--- config.mk ---
export PLATFORM = sky130hd
export DESIGN_NAME = lexical_token_scanner_top
export DESIGN_NICKNAME = d
export VERILOG_FILES = /design/src/sv/lts_pkg.sv /design/src/sv/lexical_token_scanner_top.sv
export SDC_FILE = /design/constraint.sdc
export NUM_CORES = 1
export LEC_CHECK = 0
export ABC_AREA = 1
export CORE_UTILIZATION = 40
export DETAILED_ROUTE_END_ITERATION = 10
export DONT_BUFFER_PORTS = 1
export PLACE_DENSITY_LB_ADDON = 0.25
export SYNTH_ARGS = -nofsm -noshare
export SYNTH_HDL_FRONTEND = slang
export SYNTH_SLANG_ARGS = --single-unit
--- constraint.sdc ---
create_clock -name clk_i -period 5.8 [get_ports clk_i]
set_clock_uncertainty 0.15 [all_clocks]
set_input_delay 0.87 -clock clk_i [delete_from_list [all_inputs] [get_ports clk_i]]
set_output_delay 0.87 -clock clk_i [all_outputs]
set_load 0.02 [all_outputs]
--- src/sv/lts_pkg.sv ---
// Package for the lexical token scanner: beat payload types, scan modes,
// token and error codes, and the fixed character table. No dependencies.
package lts_pkg;

  // Token kinds
  localparam logic [2:0] KindWord  = 3'd0;
  localparam logic [2:0] KindNum   = 3'd1;
  localparam logic [2:0] KindOper  = 3'd2;
  localparam logic [2:0] KindDelim = 3'd3;
  localparam logic [2:0] KindPunct = 3'd4;
  localparam logic [2:0] KindStr   = 3'd5;
  localparam logic [2:0] KindEnd   = 3'd6;
  localparam logic [2:0] KindErr   = 3'd7;

  // Error codes
  localparam logic [2:0] ErrNone    = 3'd0;
  localparam logic [2:0] ErrUnknown = 3'd1;
  localparam logic [2:0] ErrEofCmt  = 3'd2;
  localparam logic [2:0] ErrTooLong = 3'd3;
  localparam logic [2:0] ErrEofStr  = 3'd4;

  // Special bytes
  localparam logic [7:0] ChSlash   = 8'h2F;
  localparam logic [7:0] ChStar    = 8'h2A;
  localparam logic [7:0] ChQuote   = 8'h22;
  localparam logic [7:0] ChNewline = 8'h0A;

  // Saturation limits
  localparam logic [30:0] NumMax  = 31'h7FFF_FFFF;
  localparam logic [23:0] LineMax = 24'hFF_FFFF;

  typedef enum logic [3:0] {
    MODE_IDLE,
    MODE_WORD,
    MODE_NUM,
    MODE_OPER,
    MODE_STR,
    MODE_SLASH,
    MODE_LINECOM,
    MODE_BLOCK,
    MODE_BLOCKSTAR
  } scan_mode_e;

  typedef struct packed {
    logic [7:0] char_byte;
    logic       end_of_input;
  } in_t;

  typedef struct packed {
    logic [2:0]  token_kind;
    logic [2:0]  error_code;
    logic [8:0]  token_length;
    logic [7:0]  first_char;
    logic [30:0] number_value;
    logic [23:0] line_number;
    logic        last_result;
  } res_t;

  typedef struct packed {
    logic ws;
    logic digit;
    logic alpha;
    logic start;
    logic oper;
    logic delim;
    logic punct;
  } char_class_t;

  // Classify one byte; newline is blank only when configured so
  function automatic char_class_t char_class(logic [7:0] c, logic nl_space);
    char_class_t cl;
    cl = '0;
    if (c >= "0" && c <= "9") begin
      cl.digit = 1'b1;
      cl.alpha = 1'b1;
    end else if ((c >= "a" && c <= "z") || (c >= "A" && c <= "Z") ||
                 c == "_" || c == "#") begin
      cl.alpha = 1'b1;
      cl.start = 1'b1;
    end else if (c == "$" || c == "'") begin
      cl.alpha = 1'b1;
    end else if (c == "+" || c == "/" || c == "-" || c == "*" || c == "\\" ||
                 c == ":" || c == "=" || c == "!" || c == "&" || c == "|" ||
                 c == "?" || c == "~") begin
      cl.oper = 1'b1;
    end else if (c == "<" || c == ">") begin
      cl.oper  = 1'b1;
      cl.delim = 1'b1;
    end else if (c == "{" || c == "[" || c == "(" || c == "}" || c == "]" ||
                 c == ")") begin
      cl.delim = 1'b1;
    end else if (c == ";" || c == "," || c == ".") begin
      cl.punct = 1'b1;
    end else if (c == " " || c == 8'h09) begin
      cl.ws = 1'b1;
    end else if (c == ChNewline) begin
      cl.ws = nl_space;
    end
    return cl;
  endfunction

  // Build one result beat; last_result is set later
  function automatic res_t make_res(logic [2:0] kind, logic [2:0] err, logic [8:0] len,
                                    logic [7:0] first, logic [30:0] num,
                                    logic [23:0] line);
    res_t r;
    r.token_kind   = kind;
    r.error_code   = err;
    r.token_length = len;
    r.first_char   = first;
    r.number_value = num;
    r.line_number  = line;
    r.last_result  = 1'b0;
    return r;
  endfunction

endpackage

--- src/sv/lexical_token_scanner_top.sv ---
// Lexical token scanner top level: input register, scan state update and a
// four-entry result queue. Depends on lts_pkg.

// Takes one source byte (or an end-of-input mark) per input beat and returns
// word, number, operator, delimiter, punctuation, string, end and error
// tokens with length, first byte and line. An accepted byte is registered in
// the input register, then the scan state and up to two result beats are
// formed together from it and pushed into a four-entry result queue, which
// registers the results before they are offered. One byte is taken per cycle
// while each byte gives at most one result and the token channel keeps up; a
// byte that ends one token and starts another gives two beats, which leave
// through the result queue's single read port one after the other. Bytes are
// held off only while the queue has fewer than two free entries. The
// configuration write port (newline_is_space) is always ready; the user must
// write it only while the block is idle, which the block does not enforce.
module lexical_token_scanner_top
  import lts_pkg::*;
#(
  parameter int MAX_TOKEN = 256
) (
  input  logic clk_i,
  input  logic rst_ni,
  input  logic in_valid_i,
  output logic in_ready_o,
  input  in_t  in_data_i,
  output logic out_valid_o,
  input  logic out_ready_i,
  output res_t out_data_o,
  input  logic cfg_valid_i,
  output logic cfg_ready_o,
  input  logic cfg_newline_is_space_i
);

  localparam int CW = $clog2(MAX_TOKEN + 1);
  localparam logic [CW-1:0] MaxCnt = CW'(MAX_TOKEN);

  // Token length field is nine bits wide; keep the low bits of the count
  function automatic logic [8:0] len9(logic [CW-1:0] x);
    logic [CW+8:0] w;
    w = {9'b0, x};
    return w[8:0];
  endfunction

  localparam logic [8:0] MaxLen = len9(MaxCnt);

  // Configuration register
  logic nl_space_q;

  assign cfg_ready_o = 1'b1;

  always_ff @(posedge clk_i or negedge rst_ni) begin
    if (!rst_ni) begin
      nl_space_q <= 1'b1;
    end else if (cfg_valid_i) begin
      nl_space_q <= cfg_newline_is_space_i;
    end
  end

  // Input register
  in_t  item_q;
  logic item_valid_q;
  logic proc;

  logic [2:0] q_cnt_q;

  assign proc       = item_valid_q && (q_cnt_q <= 3'd2);
  assign in_ready_o = !item_valid_q || proc;

  always_ff @(posedge clk_i or negedge rst_ni) begin
    if (!rst_ni) begin
      item_valid_q <= 1'b0;
    end else if (in_valid_i && in_ready_o) begin
      item_valid_q <= 1'b1;
    end else if (proc) begin
      item_valid_q <= 1'b0;
    end
  end

  always_ff @(posedge clk_i) begin
    if (in_valid_i && in_ready_o) begin
      item_q <= in_data_i;
    end
  end

  // Scan state
  scan_mode_e    mode_q, mode_d;
  logic [CW-1:0] cnt_q, cnt_d;
  logic [23:0]   line_q, line_d;
  logic [30:0]   num_q, num_d;
  logic [7:0]    first_q, first_d;

  logic [7:0]  c;
  char_class_t cl;

  assign c  = item_q.char_byte;
  assign cl = char_class(c, nl_space_q);

  // Start scanning a byte between tokens (state as after clearing)
  scan_mode_e fr_mode;
  logic       fr_start;
  logic [3:0] fr_num;
  logic [7:0] fr_first;
  logic       fr_line_inc;
  logic       fr_emit;
  res_t       fr_res;

  always_comb begin
    fr_mode     = MODE_IDLE;
    fr_start    = 1'b0;
    fr_num      = 4'd0;
    fr_first    = 8'd0;
    fr_line_inc = 1'b0;
    fr_emit     = 1'b0;
    fr_res      = make_res(KindErr, ErrUnknown, 9'd1, c, 31'd0, line_q);
    priority if (cl.ws) begin
      fr_line_inc = (c == ChNewline);
    end else if (cl.punct) begin
      fr_emit = 1'b1;
      fr_res  = make_res(KindPunct, ErrNone, 9'd1, c, 31'd0, line_q);
    end else if (c == ChSlash) begin
      fr_mode = MODE_SLASH;
    end else if (c == ChQuote) begin
      fr_mode = MODE_STR;
    end else if (cl.start) begin
      fr_mode  = MODE_WORD;
      fr_start = 1'b1;
      fr_first = c;
    end else if (cl.digit) begin
      fr_mode  = MODE_NUM;
      fr_start = 1'b1;
      fr_first = c;
      fr_num   = c[3:0];
    end else if (cl.oper) begin
      fr_mode  = MODE_OPER;
      fr_start = 1'b1;
      fr_first = c;
    end else if (cl.delim) begin
      fr_emit = 1'b1;
      fr_res  = make_res(KindDelim, ErrNone, 9'd1, c, 31'd0, line_q);
    end else begin
      fr_emit = 1'b1;
    end
  end

  // Next decimal value, saturating
  logic [34:0] num_ext;
  logic [30:0] num_next;

  assign num_ext  = {4'b0, num_q} * 35'd10 + {31'b0, c[3:0]};
  assign num_next = (num_ext > {4'b0, NumMax}) ? NumMax : num_ext[30:0];

  // Step: state update and up to two results (a before b)
  logic   emit_a, emit_b;
  res_t   res_a, res_b;
  logic   line_inc;
  logic   too_long;
  logic   use_fresh;
  res_t   tok_res;
  logic [8:0] cur_len;

  assign too_long = (cnt_q >= MaxCnt);
  assign cur_len  = len9(cnt_q);

  always_comb begin
    mode_d    = mode_q;
    cnt_d     = cnt_q;
    num_d     = num_q;
    first_d   = first_q;
    line_inc  = 1'b0;
    emit_a    = 1'b0;
    emit_b    = 1'b0;
    res_a     = make_res(KindErr, ErrTooLong, MaxLen, first_q, 31'd0, line_q);
    res_b     = make_res(KindEnd, ErrNone, 9'd0, 8'd0, 31'd0, line_q);
    use_fresh = 1'b0;
    tok_res   = make_res(KindWord, ErrNone, cur_len, first_q, 31'd0, line_q);

    if (item_q.end_of_input) begin
      // Flush pending token, then end token
      emit_b = 1'b1;
      unique case (mode_q)
        MODE_WORD: begin
          emit_a = 1'b1;
          res_a  = tok_res;
        end
        MODE_NUM: begin
          emit_a = 1'b1;
          res_a  = make_res(KindNum, ErrNone, cur_len, first_q, num_q, line_q);
        end
        MODE_OPER: begin
          emit_a = 1'b1;
          res_a  = make_res(KindOper, ErrNone, cur_len, first_q, 31'd0, line_q);
        end
        MODE_SLASH: begin
          emit_a = 1'b1;
          res_a  = make_res(KindOper, ErrNone, 9'd1, ChSlash, 31'd0, line_q);
        end
        MODE_STR: begin
          emit_a = 1'b1;
          res_a  = make_res(KindErr, ErrEofStr, cur_len, first_q, 31'd0, line_q);
        end
        MODE_BLOCK, MODE_BLOCKSTAR: begin
          emit_a = 1'b1;
          res_a  = make_res(KindErr, ErrEofCmt, 9'd0, 8'd0, 31'd0, line_q);
        end
        default: ;
      endcase
      mode_d  = MODE_IDLE;
      cnt_d   = '0;
      num_d   = '0;
      first_d = '0;
    end else begin
      unique case (mode_q)
        MODE_WORD, MODE_OPER: begin
          if ((mode_q == MODE_WORD) ? cl.alpha : cl.oper) begin
            if (too_long) begin
              emit_a  = 1'b1;
              mode_d  = MODE_IDLE;
              cnt_d   = '0;
              num_d   = '0;
              first_d = '0;
            end else begin
              cnt_d = cnt_q + 1'b1;
            end
          end else begin
            emit_a    = 1'b1;
            res_a     = tok_res;
            res_a.token_kind = (mode_q == MODE_WORD) ? KindWord : KindOper;
            use_fresh = 1'b1;
          end
        end
        MODE_NUM: begin
          if (cl.digit) begin
            if (too_long) begin
              emit_a  = 1'b1;
              mode_d  = MODE_IDLE;
              cnt_d   = '0;
              num_d   = '0;
              first_d = '0;
            end else begin
              cnt_d = cnt_q + 1'b1;
              num_d = num_next;
            end
          end else begin
            emit_a    = 1'b1;
            res_a     = make_res(KindNum, ErrNone, cur_len, first_q, num_q, line_q);
            use_fresh = 1'b1;
          end
        end
        MODE_SLASH: begin
          priority if (c == ChSlash) begin
            mode_d = MODE_LINECOM;
          end else if (c == ChStar) begin
            mode_d = MODE_BLOCK;
          end else if (cl.oper) begin
            mode_d  = MODE_OPER;
            cnt_d   = CW'(2);
            first_d = ChSlash;
          end else begin
            emit_a    = 1'b1;
            res_a     = make_res(KindOper, ErrNone, 9'd1, ChSlash, 31'd0, line_q);
            use_fresh = 1'b1;
          end
        end
        MODE_STR: begin
          if (c == ChQuote) begin
            emit_a  = 1'b1;
            res_a   = make_res(KindStr, ErrNone, cur_len, first_q, 31'd0, line_q);
            mode_d  = MODE_IDLE;
            cnt_d   = '0;
            num_d   = '0;
            first_d = '0;
          end else if (too_long) begin
            emit_a  = 1'b1;
            mode_d  = MODE_IDLE;
            cnt_d   = '0;
            num_d   = '0;
            first_d = '0;
          end else begin
            cnt_d    = cnt_q + 1'b1;
            if (cnt_q == '0) begin
              first_d = c;
            end
            line_inc = (c == ChNewline);
          end
        end
        MODE_LINECOM: begin
          use_fresh = (c == ChNewline);
        end
        MODE_BLOCK: begin
          if (c == ChStar) begin
            mode_d = MODE_BLOCKSTAR;
          end else begin
            line_inc = (c == ChNewline);
          end
        end
        MODE_BLOCKSTAR: begin
          if (c == ChSlash) begin
            mode_d = MODE_IDLE;
          end else if (c != ChStar) begin
            mode_d   = MODE_BLOCK;
            line_inc = (c == ChNewline);
          end
        end
        default: begin
          use_fresh = 1'b1;
        end
      endcase

      // Rescan the byte as the start of a new token
      if (use_fresh) begin
        mode_d   = fr_mode;
        cnt_d    = fr_start ? CW'(1) : '0;
        num_d    = {27'b0, fr_num};
        first_d  = fr_first;
        line_inc = fr_line_inc;
        emit_b   = fr_emit;
        res_b    = fr_res;
      end
    end

    line_d = (line_inc && line_q != LineMax) ? line_q + 24'd1 : line_q;
  end

  always_ff @(posedge clk_i or negedge rst_ni) begin
    if (!rst_ni) begin
      mode_q  <= MODE_IDLE;
      cnt_q   <= '0;
      line_q  <= 24'd1;
      num_q   <= '0;
      first_q <= '0;
    end else if (proc) begin
      mode_q  <= mode_d;
      cnt_q   <= cnt_d;
      line_q  <= line_d;
      num_q   <= num_d;
      first_q <= first_d;
    end
  end

  // Order the step's results and mark the last one
  res_t       push0, push1;
  logic [1:0] push_n;

  always_comb begin
    push0 = emit_a ? res_a : res_b;
    push1 = res_b;
    if (emit_a && emit_b) begin
      push1.last_result = 1'b1;
    end else begin
      push0.last_result = 1'b1;
    end
    push_n = proc ? ({1'b0, emit_a} + {1'b0, emit_b}) : 2'd0;
  end

  // Result queue
  res_t       res_q [4];
  logic [1:0] wr_ptr_q, rd_ptr_q;
  logic       pop;

  assign out_valid_o = (q_cnt_q != 3'd0);
  assign out_data_o  = res_q[rd_ptr_q];
  assign pop         = out_valid_o && out_ready_i;

  always_ff @(posedge clk_i or negedge rst_ni) begin
    if (!rst_ni) begin
      wr_ptr_q <= '0;
      rd_ptr_q <= '0;
      q_cnt_q  <= '0;
    end else begin
      wr_ptr_q <= wr_ptr_q + push_n;
      rd_ptr_q <= rd_ptr_q + {1'b0, pop};
      q_cnt_q  <= q_cnt_q + {1'b0, push_n} - {2'b0, pop};
    end
  end

  always_ff @(posedge clk_i) begin
    if (push_n != 2'd0) begin
      res_q[wr_ptr_q] <= push0;
    end
    if (push_n == 2'd2) begin
      res_q[wr_ptr_q + 2'd1] <= push1;
    end
  end

endmodule

Word level (Yosys, flattened, before mapping)
Memory sizes are Yosys's and may differ from the RTL's.
Index checks and enable logic that the tools add are counted.
Widths: inputs -> output; s select.
- bits in writable memories: 316
- bits in registers: 94
- logic and storage cells: 292
- memories: 1
- output and inout port bits: 82
- order comparisons: 9
- equality and inequality tests: 51
- multiply operators: 1
- reduce and logical (&&, ||, !) cells: 50
- mux-type cells: 159
- $add $sub $neg: 9
- memories (memory ; words ; width ; rd ports ; clocked after Yosys merged registers in ; wr ports ; line ; RTL):
    res_q ; 4 ; 79 ; 1 ; 0 ; 2 ; lexical_token_scanner_top.sv:356 ; res_t res_q [4];
- operators with widths (operator ; number):
    $mux 79 ; 17
    $pmux 79 s6 ; 1
    $pmux 79 s4 ; 1
    $mux 31 ; 8
    $eq 8x6->1 const B ; 21
    $mux 8 ; 18
    $pmux 31 s3 ; 1
    $mux 9 ; 9
    $mux 78 ; 1
    $mux 4 ; 19
    $mux 1 ; 66
    $eq 8x7->1 const B ; 8
    $pmux 9 s4 ; 1
    $add 35x4->35 ; 1
    $gt 35x31->1 const B ; 1
    $mul 31x3->34 const B ; 1
    $pmux 8 s4 ; 1
    $logic_or 1x1->1 ; 25
    $add 24x1->24 const B ; 1
    $ne 24x24->1 const B ; 1
    $ne 4x4->1 const B ; 6
    $pmux 4 s6 ; 1
    $mux 3 ; 6
    $eq 4x3->1 const B ; 4
    40 further kinds ; 60

Logic depth before layout (Yosys ltp)
- depth in word-level cells: 30
- depth in mapped cells: 28

Least setup slack after synthesis
Ideal clock, no wire load.
- path type: flip-flop to flip-flop
- from: register item_q, in the netlist c[3]
- to: memory res_q[0][0] (netlist bit) (enable)
- setup time: 392 ps
- cell stages (with the launch flop): 28
- arrival: 4297 ps
- path slack: 961 ps
- cells stage by stage: edfxtp_1 -> inv_2 -> nor2_4 -> nand2_2 -> nand2_1 -> nand2_1 -> o21ai_0 -> a221oi_2 -> nand2_2 -> inv_2 -> nand2_4 -> nand3b_1 -> inv_2 -> nand2_2 -> clkinv_2 -> buf_4 -> o21ai_0 -> ha_1 -> inv_1 -> nor2_1 -> inv_1 -> nor2_1 -> inv_1 -> nor2_2 -> nor2_1 -> clkbuf_1 -> clkbuf_1 -> inv_1
- RTL lines (item ; line ; RTL):
    from (decl) ; lexical_token_scanner_top.sv:60 ; in_t item_q;
    from (signal assigned) ; lexical_token_scanner_top.sv:81 ; item_q <= in_data_i;
    to (decl) ; lexical_token_scanner_top.sv:356 ;

==> qor.txt <==
Min Hold Slack -> 0.00861 ns
Post-Synthesis Cells -> 3280
Starting density of the core -> 0.409
Status -> finished clean
Post-layout min period -> 4.95 ns
Worst Path Buf+Inv -> 9
Die H -> 246 µm
Slew HR -> 0.309
Post-synth EDFFs -> 161
Cell variety after synth -> 59
Drt total wl -> 71.0 mm
Core box area -> 58100 µm²
Synth area leaders -> edfxtp_1, nand2_1, dfxtp_1, dfrtp_1, o21ai_0
Via count -> 21.4k
Antenna fix cells -> 0
Final setup vio count -> 0
Pwr Density -> 558 nW/µm²
CP arrival -> 5.08 ns
Crit-path leading delay family -> simple AND/OR/NAND/NOR gates
Crit Path Max Fanout -> 27
Synth Cell Area -> 23800 µm²
Count leader, synth -> nand2_1
First drt pass iteration count -> 5
Clock Latency Late Sink -> 0.59 ns
Layout Nets -> 3305
DRT iter0 DRCs -> 1693
Hpwl dp -> 48.4 mm
H-tree levels -> 2
Crit. Startpoint -> c[1]
IO Port Bufs -> 0
Max Slew Vio Count -> 0
Post-route clock period utilization -> 0.853
Hold crit path type -> in -> async
Worst reg2reg startpoint -> c[1]
Static Leak -> 10.9 nW
Post-synth top area share -> 0.204
I/O pin count -> 97
WS Path Type -> reg -> reg
Routability congestion estimate -> 0.935
Fmax -> 202 MHz
CTS resizes -> 0
RSZ-0062 raised after global routing -> false
Final Util -> 0.445
Peak supply drop -> 260 µV
Register area share after synthesis -> 0.431
Number of synthesized register bits -> 410
Worst-path clk slew -> 0.06 ns
CTS buffer count -> 44
Slowest-stage cell, CP -> edfxtp_1
DRC -> 0
Initial antenna violation count -> 3
Async S/R FF share, synth -> 0.207
Vias in the first global route -> 19.9k
Pin count of the biggest net entering global routing -> 97
Longest Clk Path Bufs -> 3
First-pass GRT wire length -> 113 mm
Dominant cell type by area after synthesis -> edfxtp_1
CTS root buf -> clkbuf_16
Post-CTS Setup Bufs -> 0
Row Count -> 88
Die ar. -> 60400 µm²
Cell seen most often among critical-path stages -> inv_1
Post-Syn Nets -> 3368
Final ANT Viol Nets -> 0
Critical Path Source Type -> flip-flop
Post-Place Cells -> 3935
TritonCTS clock tree -> built
Post-route insts no fill -> 4016
GRT Resource Usage Total -> 0.235
Die Width -> 246 µm
Routed vias/inst -> 5.33
Area delta synth->final -> 8.99%
Clock sinks -> 410
Crit-path max cell delay -> 0.51 ns
Commonest cells in the netlist -> nand2_1, nor2_1, o21ai_0
CP required -> 5.93 ns
Hold Vio Cnt, Final -> 0
Cts hold-fix bufs -> 1
Layout cells sized above 1 -> 0.0591
Routed WL per cell -> 17.7 µm
Slew at the pin with the worst max-slew slack -> 1.04 ns
Synth warnings -> 0
Worst setup EP type -> flip-flop
Mean area per synthesized cell -> 7.24 µm²
Max cap viols -> 0
Most used flip-flop cell after synthesis -> dfxtp_1
Fin Setup TNS -> 0 ns
Total gr overflow -> 0
power by group:
group | leakage [nW] | switching [W] | internal [W]
Clock | 0.710 | 0.00121 | 0.00165
Combinational | 6.18 | 0.00557 | 0.00189
Sequential | 3.98 | 0.000462 | 0.00368
Total | 10.9 | 0.00724 | 0.00722
area by class of cell:
type                       instances  area (µm²)
clock inverter                    26         262
clock buffer                      54        1190
multi-input combinational       2442       11800
timing repair buffer              37         335
sequential                       410       10300
inverter                         282        1060
fill                            5974       32200
tap                              765         957
kinds of logic after synthesis:
group / after synthesis / share of synthesized area
and+or+nand+nor: 1734 / 0.304
AOI/OAI and AO/OA: 573 / 0.130
other: 1 / 0.000158
xor gates and xnor gates: 61 / 0.0228
buffers and inverters: 428 / 0.0722
DFF: 410 / 0.431
adders and majority gates: 73 / 0.0394
state kept, by name (all words and copies together) (netlist names), 3 cells and up:
| register | count |
|---|---|
| first_q | 8 |
| line_q | 24 |
| mode_q | 4 |
| cnt_q | 9 |
| num_q | 31 |
| res_q | 316 |
| q_cnt_q | 3 |
| c | 8 |
routing by layer:
metal	GRT usage	share of wire	vias to the layer above
li1	-	-	10650
met1	0.334	0.47	10094
met2	0.380	0.46	592
met3	0.0248	0.054	81
met4	0.0607	0.019	0
met5	0	0	-
layout by cell type, fill, tap and decap left out, drive strengths merged, types with 3 or more instances in the layout:
cell,n
xnor2,10
a31oi,11
clkbuf,54
nand3,199
nor4,10
edfxtp,161
nor3,38
o21ai,407
inv,273
clkinv,30
nor2,482
a21oi,54
a311oi,3
a22oi,5
ha,70
nand4,33
fa,3
o21bai,3
o22ai,81
dfxtp,164
buf,37
dfrtp,83
nand3b,7
nand2,961
xor2,51
bufinv,4
per-stage QoR:
step	total power (W)	cell area, µm²	setup slack (ns)
2_1_floorplan	0.00949	23800	0.961
3_3_place_gp	0.0116	24400	0.973
3_5_place_dp	0.0116	24400	0.894
4_1_cts	0.0145	25900	0.879
5_1_grt	0.0155	25900	0.371
6_report	0.0145	25900	0.854
path summary, 6_finish.rpt:
path,to,slack [ns],cells after the start
max,res_q[2][10],0.85,25
min,line_q[8],0.009,1
max reg2reg,res_q[2][10],0.85,25
min reg2reg,res_q[1][50],0.30,2
max in group asynchronous,rd_ptr_q[0],5.02,1
min in group clk_i,nl_space_q,0.20,1
Power figures use the tool's default switching activity.
